## src/hw/rtl/ldbq_pkg.sv

```systemverilog
// Shared types and constants for the log-degree bucket queue.
package ldbq_pkg;

  localparam logic [1:0] CMD_ADD = 2'd0;
  localparam logic [1:0] CMD_UPDATE = 2'd1;
  localparam logic [1:0] CMD_REMOVE = 2'd2;
  localparam logic [1:0] CMD_GET_MAX = 2'd3;

  localparam logic [1:0] ST_OK = 2'd0;
  localparam logic [1:0] ST_EMPTY = 2'd1;
  localparam logic [1:0] ST_FULL = 2'd2;
  localparam logic [1:0] ST_CLAMP = 2'd3;

  localparam logic [1:0] REG_DEGREE_BASE = 2'd0;
  localparam logic [1:0] REG_LOG_SCALE = 2'd1;
  localparam logic [1:0] REG_BUCKET_OFFSET = 2'd2;

  typedef enum logic [3:0] {
    S_INIT,
    S_IDLE,
    S_LOG,
    S_MUL,
    S_CLASSIFY,
    S_LOOKUP,
    S_DECIDE,
    S_TAKE_READ,
    S_TAKE_WRITE,
    S_CLEAR_EDGE,
    S_PLACE,
    S_MAX_READ,
    S_MAX_WAIT,
    S_DONE
  } state_t;

  typedef struct packed {
    logic start;
    logic done;
  } log_ctrl_t;

endpackage

```

## src/hw/rtl/ldbq_log2.sv

```systemverilog
// Iterative fixed-point log2 by repeated squaring, one fraction bit per cycle.
module ldbq_log2 #(
  parameter int FRAC_BITS = 16
) (
  input  logic                      clk,
  input  logic                      rst,
  input  ldbq_pkg::log_ctrl_t       ctrl_in,
  input  logic [15:0]               degree,
  output logic                      done,
  output logic [4+FRAC_BITS-1:0]    log_value
);

  localparam int CW = $clog2(FRAC_BITS + 1);

  logic [31:0] x;
  logic [3:0] n;
  logic [FRAC_BITS-1:0] frac;
  logic [CW-1:0] count;
  logic busy;
  logic [63:0] sq;
  logic [32:0] sq_t;
  logic [3:0] msb;

  always_comb begin
    msb = 4'd0;
    for (int i = 0; i < 16; i++) begin
      if (degree[i]) begin
        msb = 4'(i);
      end
    end
  end

  assign sq = 64'(x) * 64'(x);
  assign sq_t = sq[62:30];

  always_ff @(posedge clk) begin
    if (rst) begin
      busy <= 1'b0;
      done <= 1'b0;
    end else begin
      done <= 1'b0;
      if (ctrl_in.start) begin
        busy <= 1'b1;
        n <= msb;
        x <= 32'(({16'd0, degree} << (5'd30 - 5'(msb))));
        count <= '0;
        frac <= '0;
      end else if (busy) begin
        if (sq_t[31]) begin
          x <= sq_t[32:1];
          frac <= {frac[FRAC_BITS-2:0], 1'b1};
        end else begin
          x <= sq_t[31:0];
          frac <= {frac[FRAC_BITS-2:0], 1'b0};
        end
        if (count == CW'(FRAC_BITS - 1)) begin
          busy <= 1'b0;
          done <= 1'b1;
        end
        count <= count + 1'b1;
      end
    end
  end

  assign log_value = {n, frac};

  property p_done_pulse;
    @(posedge clk) disable iff (rst) done |=> !done;
  endproperty
  a_done_pulse: assert property (p_done_pulse) else $error("log done held");

  property p_no_restart;
    @(posedge clk) disable iff (rst) busy |-> !ctrl_in.start;
  endproperty
  a_no_restart: assert property (p_no_restart) else $error("log restarted");

  property p_done_after_busy;
    @(posedge clk) disable iff (rst) done |-> $past(busy);
  endproperty
  a_done_after_busy: assert property (p_done_after_busy) else $error("stray done");

endmodule

```

## config.mk

```make
export PLATFORM = sky130hd
export DESIGN_NAME = ldbq_log2
export DESIGN_NICKNAME = d
export VERILOG_FILES = /design/src/hw/rtl/ldbq_pkg.sv /design/src/hw/rtl/ldbq_log2.sv
export SDC_FILE = /design/constraint.sdc
export NUM_CORES = 2
export LEC_CHECK = 0
export ABC_CLOCK_PERIOD_IN_PS = 14000
export BUFFER_PORTS_ARGS = -buffer_cell sky130_fd_sc_hd__buf_2
export CAP_MARGIN = 5
export CORE_MARGIN = 8
export CORE_UTILIZATION = 37
export CTS_BUF_LIST = sky130_fd_sc_hd__clkbuf_4
export CTS_CLUSTER_SIZE = 30
export DETAILED_ROUTE_END_ITERATION = 10
export GPL_TIMING_DRIVEN = 0
export SLEW_MARGIN = 20
export SYNTH_ARGS = -nofsm -noshare
export SYNTH_HDL_FRONTEND = slang
export SYNTH_SLANG_ARGS = --single-unit
export TNS_END_PERCENT = 5
```

## constraint.sdc

```tcl
create_clock -name clk -period 14 [get_ports clk]
set_input_delay 1.4 -clock clk [delete_from_list [all_inputs] [get_ports clk]]
set_output_delay 1.4 -clock clk [all_outputs]
set_load 0.01 [all_outputs]
```

==> key figures <==
Synthesis
  – Synth warn: 0
  – EDFF count, synth: 57
  – Synth Area per Inst: 9.328 sq um
  – Synth cell types: 78
  – Yosys reg bits: 59
  – Syn Inst Count: 3526
  – Synthesized area: 0.03289 sq mm
  – Ys flop type: edfxtp_1
  – Async S/R FF share, synth: 0%
  – Syn nets: 4634
  – Register area share after synthesis: 5.326%

Global routing
  – Met1 Use GR: 28.11%
  – GR Layer Usage met2: 35.72%
  – Number of global-route vias before repair: 26430
  – Met3 global-route usage: 4.987%
  – Gr busiest metal: met2
  – Largest net degree at the start of global routing: 27
  – Total GRT Usage: 21.82%
  – Initial antenna violation count: 9
  – Grt total ovfl: 0
  – Global-route wire length before repair: 162.1 mm

Timing
  – Peak Freq: 94.64 MHz
  – Hold Fails Final Rpt: 0
  – Tcrit/Tclk final: 75.48%
  – Tmin final: 10.57 ns
  – Unrepaired setup endpoints after global routing: false
  – Final setup viols: 0
  – Relative slew slack: 16.45%
  – PnR worst setup slack: 3.433 ns
  – Final slew viol count: 0
  – Post-Route Setup TNS: 0 ns
  – Final Skew: 0.01885 ns
  – Least-Margin Pin Slew: 1.253 ns

Floorplanning
  – Die width: 314.1 microns
  – Die footprint: 0.09869 sq mm
  – Chip Height: 314.1 microns
  – FP Rows: 109
  – Core ar.: 0.08824 sq mm
  – Top-Level Pins: 41
  – Starting Density: 37.27%

Placement
  – Port buffer count: 39
  – Gpl congestion: 0.9397
  – Post-DP HPWL: 87.47 mm
  – Pre-CTS WS: 3.648 ns
  – Placed cell count: 4732

Routing
  – Via density: 5.170
  – DRC: 0
  – Drt first pass iters: 7
  – Via count: 24580
  – WL/cell: 22.35 microns
  – Post-route ant nets: 0
  – Initial drt markers: 2354
  – Routed wire length: 106.2 mm

Clocking
  – CTS Sinks: 59
  – CTS root buf: clkbuf_4
  – CTS tree: done
  – Cts bufs inserted: 9
  – H-Tree Depth: 3
  – Later-pin clock latency in the skew report: 0.44 ns
  – Post-CTS setup buffers: 0
  – # hold bufs at CTS: 0
  – Worst-path clk slew: 0.12 ns
  – Post-CTS resize count: 0
  – Clock Tree Buf Depth: 2

Cells and area
  – Layout Utilization: 39.39%
  – Fin cells: 4754
  – Layout cells sized above 1: 3.628%
  – Nets: 4686
  – Most common cell after layout, fill and taps aside: inv_1
  – Commonest cells after routing, fill and taps aside: inv_1, fa_1, nand2_1, ha_1, and2_1
  – Area grow syn2layout: 5.691%

Worst setup path
  – CP Capture Type: register
  – Data required, critical path: 14.19 ns
  – Crit start category: register
  – CP Max Fanout: 10
  – Crit Path Class: reg2reg
  – Crit path DAT: 10.76 ns

Worst hold path
  – HP Class: reg2reg

Run status
  – Status: finished, final reports clean

Job
  – Max Cap Viol: 0
stage by stage:
stage / instance area, sq um / hold slack, ns
finish: 34760 / 0.4571
global route: 34750 / 0.4827
CTS: 34740 / 0.4532
detailed placement: 34600 / 0.4413
global placement: 34540 / 0.4280
floorplan: 32890 / 0.4142
flip-flops by register name, summed over array words and instances, names as in the netlist:
signal and cells:
done 1, busy 1, frac 16, count 5
x 32, n 4
path summary, 6_finish.rpt:
check	start	to	slack (ns)	cells past startpoint
min reg2reg	busy	done	0.46	2
max	x[5]	x[25]	3.43	26
max reg2reg	x[5]	x[25]	3.43	26
min	busy	done	0.46	2
layout make-up:
type / instances / area (sq um)
buffer: 140 / 583.1
clock inverter: 7 / 68.82
sequential: 59 / 1752
tap: 1165 / 1458
fill: 9006 / 53480
timing repair buffer: 41 / 235.2
inverter: 979 / 3675
antenna: 6 / 15.01
multi-input combinational: 2348 / 26910
clock buffer: 9 / 67.56
synthesized netlist by cell type, types with 26 or more instances:
library cell / n / area, sq um
clkbuf_1: 128 / 480.5
inv_1: 976 / 3664
xor2_1: 39 / 341.6
nor2_1: 114 / 427.9
and2_1: 235 / 1470
fa_1: 793 / 15880
nor2b_1: 28 / 175.2
edfxtp_1: 57 / 1712
ha_1: 295 / 3691
o21ai_0: 42 / 210.2
a21o_1: 34 / 255.2
nand2_1: 319 / 1197
nand3_1: 33 / 165.2
a21oi_1: 97 / 485.5
xnor2_1: 35 / 306.5
nand4_1: 26 / 162.7
critical path: stages (launching register included):
cell and delay, ns:
edfxtp_1 0.83, clkbuf_1 0.91, clkbuf_1 0.80, nand2_1 0.24, fa_1 0.59, inv_1 0.06, fa_1 0.50, fa_1 0.53
inv_1 0.05, fa_1 0.47, inv_1 0.05, fa_1 0.50, inv_1 0.06, fa_1 0.53, inv_1 0.05, fa_1 0.51
fa_1 0.46, ha_1 0.38, nand2_1 0.12, nor3_1 0.37, nand4_1 0.17, a221oi_1 0.64, o211ai_1 0.42, nand4_1 0.37
a31oi_1 0.15, xnor2_1 0.18, a221o_1 0.36
per-layer routing:
metal | vias up | wire length, microns
met5 | - | 0
met4 | 0 | 4688
met3 | 203 | 9668
met2 | 1023 | 50020
met1 | 12680 | 41860
li1 | 10680 | -
cells by family after synthesis:
kind of cell,count (synthesis),share of synthesized area [%]
xor+xnor,74,1.971
flops,59,5.326
compound gates,319,6.460
simple gates,834,12.53
buf+inv,1119,12.89
fa+ha+maj,1088,59.49
mux,33,1.335
Power is left out: the tool's default activity adds up to more than one toggle a clock period on the data nets, which glitch-free logic cannot reach.
