File: src/hw/rtl/ldbq_ram.sv
// Generic single-port-write, single-port-read RAM with registered read data.
module ldbq_ram #(
  parameter int WIDTH = 8,
  parameter int DEPTH = 16
) (
  input  logic                     clk,
  input  logic                     we,
  input  logic [$clog2(DEPTH)-1:0] waddr,
  input  logic [WIDTH-1:0]         wdata,
  input  logic [$clog2(DEPTH)-1:0] raddr,
  output logic [WIDTH-1:0]         rdata
);

  logic [WIDTH-1:0] mem [DEPTH];

  always_ff @(posedge clk) begin
    if (we) begin
      mem[waddr] <= wdata;
    end
    rdata <= mem[raddr];
  end

endmodule

File: config.mk
export PLATFORM = sky130hd
export DESIGN_NAME = ldbq_ram
export DESIGN_NICKNAME = d
export VERILOG_FILES = /design/src/hw/rtl/ldbq_ram.sv
export SDC_FILE = /design/constraint.sdc
export NUM_CORES = 1
export LEC_CHECK = 0
export ABC_AREA = 1
export ABC_CLOCK_PERIOD_IN_PS = 1600
export BUFFER_PORTS_ARGS = -buffer_cell sky130_fd_sc_hd__buf_4
export CAP_MARGIN = 25
export CORE_MARGIN = 2
export CORE_UTILIZATION = 61
export CTS_BUF_LIST = sky130_fd_sc_hd__clkbuf_16
export CTS_CLUSTER_DIAMETER = 60
export DETAILED_ROUTE_END_ITERATION = 6
export GPL_TIMING_DRIVEN = 0
export PLACE_DENSITY_LB_ADDON = 0.3
export REMOVE_ABC_BUFFERS = 1
export SLEW_MARGIN = 0
export SYNTH_ARGS = -nofsm -noshare
export SYNTH_HDL_FRONTEND = slang
export SYNTH_SLANG_ARGS = --single-unit
export TNS_END_PERCENT = 50
File: constraint.sdc
create_clock -name clk -period 1.6 [get_ports clk]
set_input_delay 0.24 -clock clk [delete_from_list [all_inputs] [get_ports clk]]
set_output_delay 0.24 -clock clk [all_outputs]
set_load 0.01 [all_outputs]
==> run_results.csv, run 1 <==
group,metric,value,unit
sta,finalHoldViolCount,0,
flow_run,maxCapViolations,0,
worst_setup_path,cp.required,1.91,ns
routing,drt-wirelength-per-cell,18.0,um
final_layout,final_cell_mix,"nand2_1 (173), edfxtp_1 (128), inv_1 (101), nand3_1 (97), buf_4 (24)",
clock_network,cts_sinks,136,
sta,finalCritPeriodShare,88.9,%
power,p_total,8.62,mW
clock_network,root_buffer,"clkbuf_16",
grt,antenna_found_initial,0,
power,ir_worst_vdd,868,uV
floorplan,dieArea,0.0102,mm2
place,place_ws,-0.521,ns
min_path,hold_path_end,"mem[3][3]",
final_layout,fin_area,0.00658,mm2
clock_network,insertion_delay,0.42,ns
routing,num_vias,3890,
sta,max_freq,703,MHz
worst_setup_path,r2r-end,"rdata[6]",
place,dp_hpwl,6.81,mm
final_layout,final_cell_count_no_fill,696,
clock_network,path_clk_slew,0.06,ns
power,power_frac_comb,5.7,%
sta,post-route-min-period,1.42,ns
power,swShare,21.8,%
worst_setup_path,rr_worst_depth,6,
floorplan,die_w,101,um
place,io_buffer_count,25,
yosys,ys_ff_latch,136,
worst_setup_path,timing.critical_path.from,"raddr[0]",
place,place.gp.congestion,0.790,
clock_network,cts_buffers,17,
power,power_leakage,2.84,nW
grt,grt_pass1_vias,3848,
grt,overflow,0,
worst_setup_path,r2r-start,"mem[13][6]",
floorplan,start_util,62.7,%
sta,clock-skew-final,0.00795,ns
final_layout,area_growth,14.1,%
power,p_clk_share,47.8,%
worst_setup_path,rrSetupSlack,0.53,ns
clock_network,cts_buffer_depth,2,
outcome,status,"finished, final reports clean",
final_layout,antenna_cells,0,
final_layout,layout-drive-gt1-share,10.1,%
routing,remaining_drc_errors,0,
worst_setup_path,critPathKind,"primary input to register",
clock_network,htree_levels,4,
routing,drt.antenna.violating_nets,0,
yosys,synthCells,551,
grt,grt_first_pass_wirelength,19.6,mm
min_path,hold_class,"primary input to register",
power,seqPwrFrac,46.5,%
sta,worst_pin_slew,1.00,ns
sta,rsz0062_at_grt,"no",
grt,grt_max_degree,66,
yosys,synthDistinctLibCells,12,
grt,track_usage,26.6,%
yosys,yosys.area.top_type,"edfxtp_1",
routing,wirelength,12.6,mm
yosys,avgSynthCellArea,10.5,um2
worst_setup_path,cp_max_fo,65,
clock_network,cts-hold-fix-buffers,0,
yosys,synth.top_cells.by_area,"edfxtp_1 (67%), nand2_1 (11%), nand3_1 (8.4%), inv_1 (6.5%), dfxtp_1 (2.8%)",
sta,finalMaxSlewViolations,0,
min_path,min_path_cells,1,
sta,tns,0,ns
final_layout,layout.nets,590,
sta,setup_viol,0,
routing,dr.pass1.iters,6,
yosys,ys_seq_area_share,69.4,%
yosys,synth_area,0.00577,mm2
clock_network,cts_tree,"yes",
sta,slew_headroom,32.8,%
place,placed_area,0.00595,mm2
floorplan,num_rows,35,
sta,layout_setup_ws,0.177,ns
place,dp.cells,664,
routing,drt_iter0_drc,518,
yosys,yosysTopAreaCellShare,66.7,%
min_path,worstHoldStart,"wdata[3]",
power,p_per_area,1310,mW/mm2
floorplan,ioPinCount,26,
floorplan,coreArea,0.00920,mm2
worst_setup_path,startpoint_type,"primary input",
routing,via_per_inst,5.59,
final_layout,final_common_cell,"nand2_1",
yosys,yosys_warnings,0,
power,switching_power,1.88,mW
final_layout,fillers,581,
clock_network,cts_setup_buffers,0,
power,p_int,6.75,mW
floorplan,fp.dieH,101,um
worst_setup_path,cp.arrival,1.73,ns
worst_setup_path,endpoint_kind,"register",
[critical path, cell delays in order]
cell and delay (ns):
buf_6 0.40, inv_4 0.28, buf_12 0.26, nand2_1 0.08, nand2_1 0.06, nand2_1 0.08, nand3_1 0.11, nand3_1 0.12
nand2_1 0.07
[Yosys cell counts]
cell type  instances
buf_1              1
buf_2             13
buf_4              4
buf_6              6
dfxtp_1            8
edfxtp_1         128
inv_1            100
inv_2              2
nand2_1          173
nand3_1           97
nand3b_1           2
nor2_1            17
[through the flow]
step / utilization (%) / hold WS [ns]
final: 71.6 / 0.146
after global routing: 71.6 / 0.156
after CTS: 71.5 / 0.138
after detailed placement: 64.7 / 0.559
after global placement: 64.4 / 0.550
after floorplan: - / 0.339
[kinds of logic (layout without fill, tap and decap cells)]
family	after synthesis	count (layout)	share of synthesized area, %
and+or+nand+nor	289	289	21.0
DFF	136	136	69.4
buffers and inverters	126	160	9.52
[flip-flops by register name, summed over array words and instances (netlist names)]
name   count
mem      128
rdata      8
[power groups by stage]
stage	logic, mW	clock network [mW]	registers (mW)
floorplan	0.215	0	4.09
global placement	0.456	0	4.07
detailed placement	0.475	0	4.08
CTS	0.488	4.10	4.01
global route	0.543	4.31	4.01
finish	0.493	4.12	4.01
[final cells by class]
class                   instances  area (um2)  area share (%)
inverters                     102         385            5.86
multi-input cells             289        1210            18.4
well taps                     111         139            2.11
flip-flops and latches        136        4000            60.8
repair buffers                 26         211            3.21
clock buffers                  17         425            6.47
clock inverters                15         201            3.06
[what timing repair did]
item | 4_1_cts | 5_1_grt
gates cloned | 0 | 0
pin swaps | 0 | 0
setup endpoints to repair | 8 | 3
gates resized for setup | 1 | 2
[worst max path at each step]
stage               end  slack [ns]  cells after the start
6_report       rdata[2]        0.18                      9
5_1_grt        rdata[2]        0.09                      9
4_1_cts        rdata[2]         0.1                      9
3_5_place_dp   rdata[2]       -0.52                      9
3_3_place_gp   rdata[4]       -0.55                      8
2_1_floorplan  rdata[2]        0.38                      6
[layer usage]
layer	track usage (%)	share of wire [%]
met2	43.7	52
met3	6.21	9.2
met1	34.4	37
met5	0	0
met4	11.7	2.1
Note: power is estimated with default switching activity, not from simulation.
==> inputs of run 2 (changes only) <==
Settings changed: SETUP_SLACK_MARGIN set to 0.5.
==> run_results.csv, run 2 (same netlist as run 1, synthesis figures left out) <==
group,metric,value,unit
worst_setup_path,cp.arrival,1.39,ns
power,p_clk_share,47.6,%
grt,grt_max_degree,66,
power,p_per_area,1290,mW/mm2
routing,drt.antenna.violating_nets,0,
worst_setup_path,startpoint_type,"primary input",
grt,overflow,0,
power,p_int,6.75,mW
place,placed_area,0.00595,mm2
final_layout,layout-drive-gt1-share,12.6,%
clock_network,cts_buffers,17,
grt,grt_pass1_vias,3851,
routing,num_vias,3906,
min_path,hold_path_end,"mem[3][3]",
final_layout,final_cell_mix,"nand2_1 (173), edfxtp_1 (128), inv_1 (101), nand3_1 (97), buf_4 (24)",
sta,max_freq,749,MHz
place,dp_hpwl,6.81,mm
floorplan,dieArea,0.0102,mm2
clock_network,insertion_delay,0.41,ns
outcome,status,"finished, final reports clean",
sta,finalCritPeriodShare,83.5,%
sta,finalHoldViolCount,0,
clock_network,path_clk_slew,0.06,ns
routing,drt-wirelength-per-cell,18.4,um
grt,antenna_found_initial,0,
flow_run,maxCapViolations,0,
sta,tns,0,ns
worst_setup_path,r2r-start,"mem[9][6]",
routing,dr.pass1.iters,6,
clock_network,cts-hold-fix-buffers,0,
floorplan,num_rows,35,
floorplan,fp.dieH,101,um
floorplan,ioPinCount,26,
grt,track_usage,26.7,%
worst_setup_path,cp_max_fo,8,
floorplan,start_util,62.7,%
final_layout,final_common_cell,"nand2_1",
place,dp.cells,664,
power,ir_worst_vdd,863,uV
final_layout,regArea,0.00400,mm2
worst_setup_path,rr_worst_depth,6,
final_layout,fin_area,0.00668,mm2
final_layout,area_growth,15.8,%
sta,setup_viol,0,
min_path,worstHoldStart,"wdata[3]",
clock_network,cts_tree,"yes",
power,switching_power,1.88,mW
min_path,min_path_cells,1,
worst_setup_path,r2r-end,"rdata[6]",
final_layout,multiInputGateArea,0.00126,mm2
sta,worst_pin_slew,0.716,ns
floorplan,coreArea,0.00920,mm2
worst_setup_path,cp.required,1.65,ns
clock_network,cts_buffer_depth,2,
place,place.gp.congestion,0.790,
final_layout,final_cell_count_no_fill,698,
routing,via_per_inst,5.60,
worst_setup_path,endpoint_kind,"register",
sta,post-route-min-period,1.34,ns
sta,clock-skew-final,0.00747,ns
power,power_frac_comb,5.9,%
routing,wirelength,12.9,mm
min_path,hold_class,"primary input to register",
final_layout,antenna_cells,0,
final_layout,fillers,566,
final_layout,largest_reg_flops,128,
grt,grt_first_pass_wirelength,19.7,mm
power,p_total,8.63,mW
sta,rsz0062_at_grt,"yes",
place,io_buffer_count,25,
clock_network,root_buffer,"clkbuf_16",
power,swShare,21.8,%
power,seqPwrFrac,46.4,%
routing,remaining_drc_errors,0,
worst_setup_path,critPathKind,"primary input to register",
clock_network,htree_levels,4,
clock_network,cts_sinks,136,
worst_setup_path,rrSetupSlack,0.54,ns
final_layout,layout.nets,592,
sta,finalMaxSlewViolations,0,
power,power_leakage,2.86,nW
routing,drt_iter0_drc,536,
sta,slew_headroom,52.1,%
final_layout,reg_top3,"mem: 128 flops, rdata: 8 flops",
floorplan,die_w,101,um
final_layout,top_register,"mem",
run 2: power groups by stage:
| stage | Combinational [mW] | Clock (mW) | Sequential (mW) |
|---|---|---|---|
| 2_1_floorplan | 0.215 | 0 | 4.09 |
| 3_3_place_gp | 0.456 | 0 | 4.07 |
| 3_5_place_dp | 0.475 | 0 | 4.08 |
| 4_1_cts | 0.495 | 4.10 | 4.01 |
| 5_1_grt | 0.561 | 4.30 | 4.01 |
| 6_report | 0.512 | 4.11 | 4.01 |
run 2: stage by stage:
step | hold WS, ns | utilization, % | setup WS (ns)
floorplan | 0.339 | - | 0.380
global placement | 0.550 | 64.4 | -0.550
detailed placement | 0.559 | 64.7 | -0.521
CTS | 0.138 | 71.9 | 0.380
global route | 0.160 | 72.6 | 0.264
finish | 0.141 | 72.6 | 0.264
run 2: final cells by class:
| cell class | count | share of cell area (%) |
|---|---|---|
| sequential | 136 | 60.0 |
| multi-input combinational | 289 | 18.8 |
| clock buffer | 17 | 6.37 |
| inverter | 102 | 5.85 |
| timing repair buffer | 28 | 3.90 |
| clock inverter | 15 | 3.02 |
| tap | 111 | 2.08 |
run 2: critical path, stage by stage:
cell and delay, ns:
buf_4 0.12, nand3b_1 0.46, nor2_2 0.57
run 2: repair_timing:
action / 4_1_cts / 5_1_grt
pin swaps: 0 / 1
buffers inserted: 0 / 2
endpoints found under the hold margin: 0 / 0
endpoints found under the setup margin: 139 / 129
resized for setup: 12 / 9
run 2: worst max path at each step:
stage | cells past startpoint | slack, ns | end | startpoint
2_1_floorplan | 6 | 0.38 | rdata[2] | raddr[0]
3_3_place_gp | 8 | -0.55 | rdata[4] | raddr[0]
3_5_place_dp | 9 | -0.52 | rdata[2] | raddr[0]
4_1_cts | 4 | 0.38 | mem[1][6] | waddr[1]
5_1_grt | 3 | 0.26 | mem[8][3] | waddr[2]
6_report | 3 | 0.26 | mem[8][3] | waddr[2]
run 2: routing by layer:
layer | global-route usage (%) | share of wire (%)
met3 | 6.42 | 9.9
met4 | 11.4 | 2.7
met2 | 44.1 | 52
met5 | 0 | 0
met1 | 34.3 | 36
==> inputs of run 3 (changes only) <==
Settings changed: ABC_CLOCK_PERIOD_IN_PS 1600 to 1250.
Clock period 1.6 ns to 1.25 ns, I/O delays scaled along.
==> run_results.csv, run 3 (same netlist as run 1, synthesis figures left out) <==
group,metric,value,unit
grt,antenna_found_initial,0,
place,placed_area,0.00595,mm2
clock_network,cts_buffers,17,
sta,finalCritPeriodShare,89.3,%
grt,track_usage,29.3,%
clock_network,htree_levels,4,
final_layout,fin_area,0.00734,mm2
final_layout,final_cell_mix,"nand2_1 (159), edfxtp_1 (128), inv_1 (93), nand3_1 (56), nand3_2 (40)",
floorplan,fp.dieH,101,um
power,p_per_area,1550,mW/mm2
routing,wirelength,16.1,mm
final_layout,top_register,"mem",
grt,overflow,0,
final_layout,layout.nets,616,
floorplan,ioPinCount,26,
flow_run,maxCapViolations,0,
clock_network,root_buffer,"clkbuf_16",
final_layout,final_common_cell,"nand2_1",
routing,remaining_drc_errors,0,
routing,drt-wirelength-per-cell,22.3,um
routing,drt.antenna.violating_nets,0,
power,p_int,8.75,mW
floorplan,dieArea,0.0102,mm2
grt,grt_first_pass_wirelength,21.6,mm
worst_setup_path,cp.arrival,1.42,ns
clock_network,path_clk_slew,0.07,ns
clock_network,insertion_delay,0.42,ns
power,power_frac_comb,7.7,%
clock_network,cts_tree,"yes",
sta,clock-skew-final,0.00911,ns
final_layout,largest_reg_flops,128,
worst_setup_path,cp.required,1.55,ns
final_layout,fillers,432,
min_path,worstHoldStart,"wdata[3]",
final_layout,multiInputGateArea,0.00158,mm2
sta,max_freq,896,MHz
power,ir_worst_vdd,1330,uV
worst_setup_path,critPathKind,"register to register",
sta,post-route-min-period,1.12,ns
grt,grt_pass1_vias,4070,
routing,dr.pass1.iters,5,
final_layout,regArea,0.00401,mm2
sta,finalHoldViolCount,0,
place,dp_hpwl,6.81,mm
grt,grt_max_degree,66,
place,place.gp.congestion,0.790,
power,seqPwrFrac,45.2,%
floorplan,coreArea,0.00920,mm2
power,swShare,23.2,%
final_layout,area_growth,27.3,%
final_layout,fin_util,79.8,%
final_layout,layout-drive-gt1-share,28.2,%
worst_setup_path,endpoint_kind,"register",
routing,drt_iter0_drc,655,
sta,finalMaxSlewViolations,0,
worst_setup_path,startpoint_type,"register",
final_layout,antenna_cells,0,
routing,num_vias,4371,
power,power_leakage,3.11,nW
clock_network,cts_sinks,136,
sta,worst_pin_slew,0.471,ns
sta,slew_headroom,68.6,%
floorplan,num_rows,35,
worst_setup_path,r2r-start,"mem[1][2]",
sta,setup_viol,0,
place,io_buffer_count,25,
clock_network,cts-hold-fix-buffers,0,
sta,rsz0062_at_grt,"yes",
clock_network,cts_buffer_depth,2,
power,p_clk_share,47.1,%
routing,via_per_inst,6.05,
min_path,hold_class,"primary input to register",
final_layout,reg_top3,"mem: 128 flops, rdata: 8 flops",
worst_setup_path,cp_max_fo,1,
floorplan,start_util,62.7,%
power,switching_power,2.64,mW
floorplan,die_w,101,um
worst_setup_path,timing.critical_path.from,"mem[1][2]",
outcome,status,"finished, final reports clean",
## run 3: area by class of cell
type	count	share of cell area, %
flip-flops and latches	136	54.7
well taps	111	1.89
clock inverters	15	2.74
inverters	102	5.52
repair buffers	52	7.82
multi-input cells	289	21.5
clock buffers	17	5.80
## run 3: path summary, 6_finish.rpt
kind                     end  slack, ns  depth (start not counted)
setup / recovery    rdata[2]       0.13                          6
hold / removal    mem[12][3]       0.09                          1
setup reg to reg    rdata[2]       0.13                          6
hold reg to reg     rdata[7]       0.68                          6
## run 3: metal layers
layer / GRT usage (%) / vias to the layer above / routed length (um) / part of all wire (%)
met5: 0 / - / 0 / 0
met4: 16.0 / 0 / 765 / 4.7
met3: 6.90 / 81 / 1740 / 11
met2: 48.5 / 351 / 8120 / 50
met1: 36.0 / 2071 / 5490 / 34
li1: - / 1868 / - / -
## run 3: through the flow
| stage | hold slack, ns | cells | total power, mW | setup slack [ns] | setup TNS, ns |
|---|---|---|---|---|---|
| 3_5_place_dp | 0.507 | 664 | 5.83 | -0.819 | -46.59 |
| 5_1_grt | 0.0952 | 722 | 11.7 | 0.100 | 0 |
| 4_1_cts | 0.0852 | 710 | 11.1 | 0.210 | 0 |
| 2_1_floorplan | 0.286 | 527 | 5.51 | 0.0820 | 0 |
| 3_3_place_gp | 0.497 | 663 | 5.80 | -0.848 | -42.06 |
| 6_report | 0.0895 | 722 | 11.4 | 0.133 | 0 |
## run 3: power by group through the flow
stage / Clock (mW) / Combinational, mW / Sequential (mW)
floorplan: 0 / 0.275 / 5.23
global placement: 0 / 0.584 / 5.21
detailed placement: 0 / 0.608 / 5.22
CTS: 5.25 / 0.707 / 5.13
global route: 5.59 / 0.925 / 5.15
finish: 5.37 / 0.876 / 5.14
## run 3: repair_timing
item,CTS,global route
pin swaps,35,37
setup endpoints to repair,144,143
buffers inserted,14,11
resized for setup,65,68
gates cloned,0,1
## run 3: worst max-delay path, cell delays in order (launching register included)
cell	delay (ns)
edfxtp_1	0.37
inv_1	0.07
nand2_1	0.08
nand3_1	0.13
nand3_1	0.14
nand3_1	0.13
nand2_1	0.09
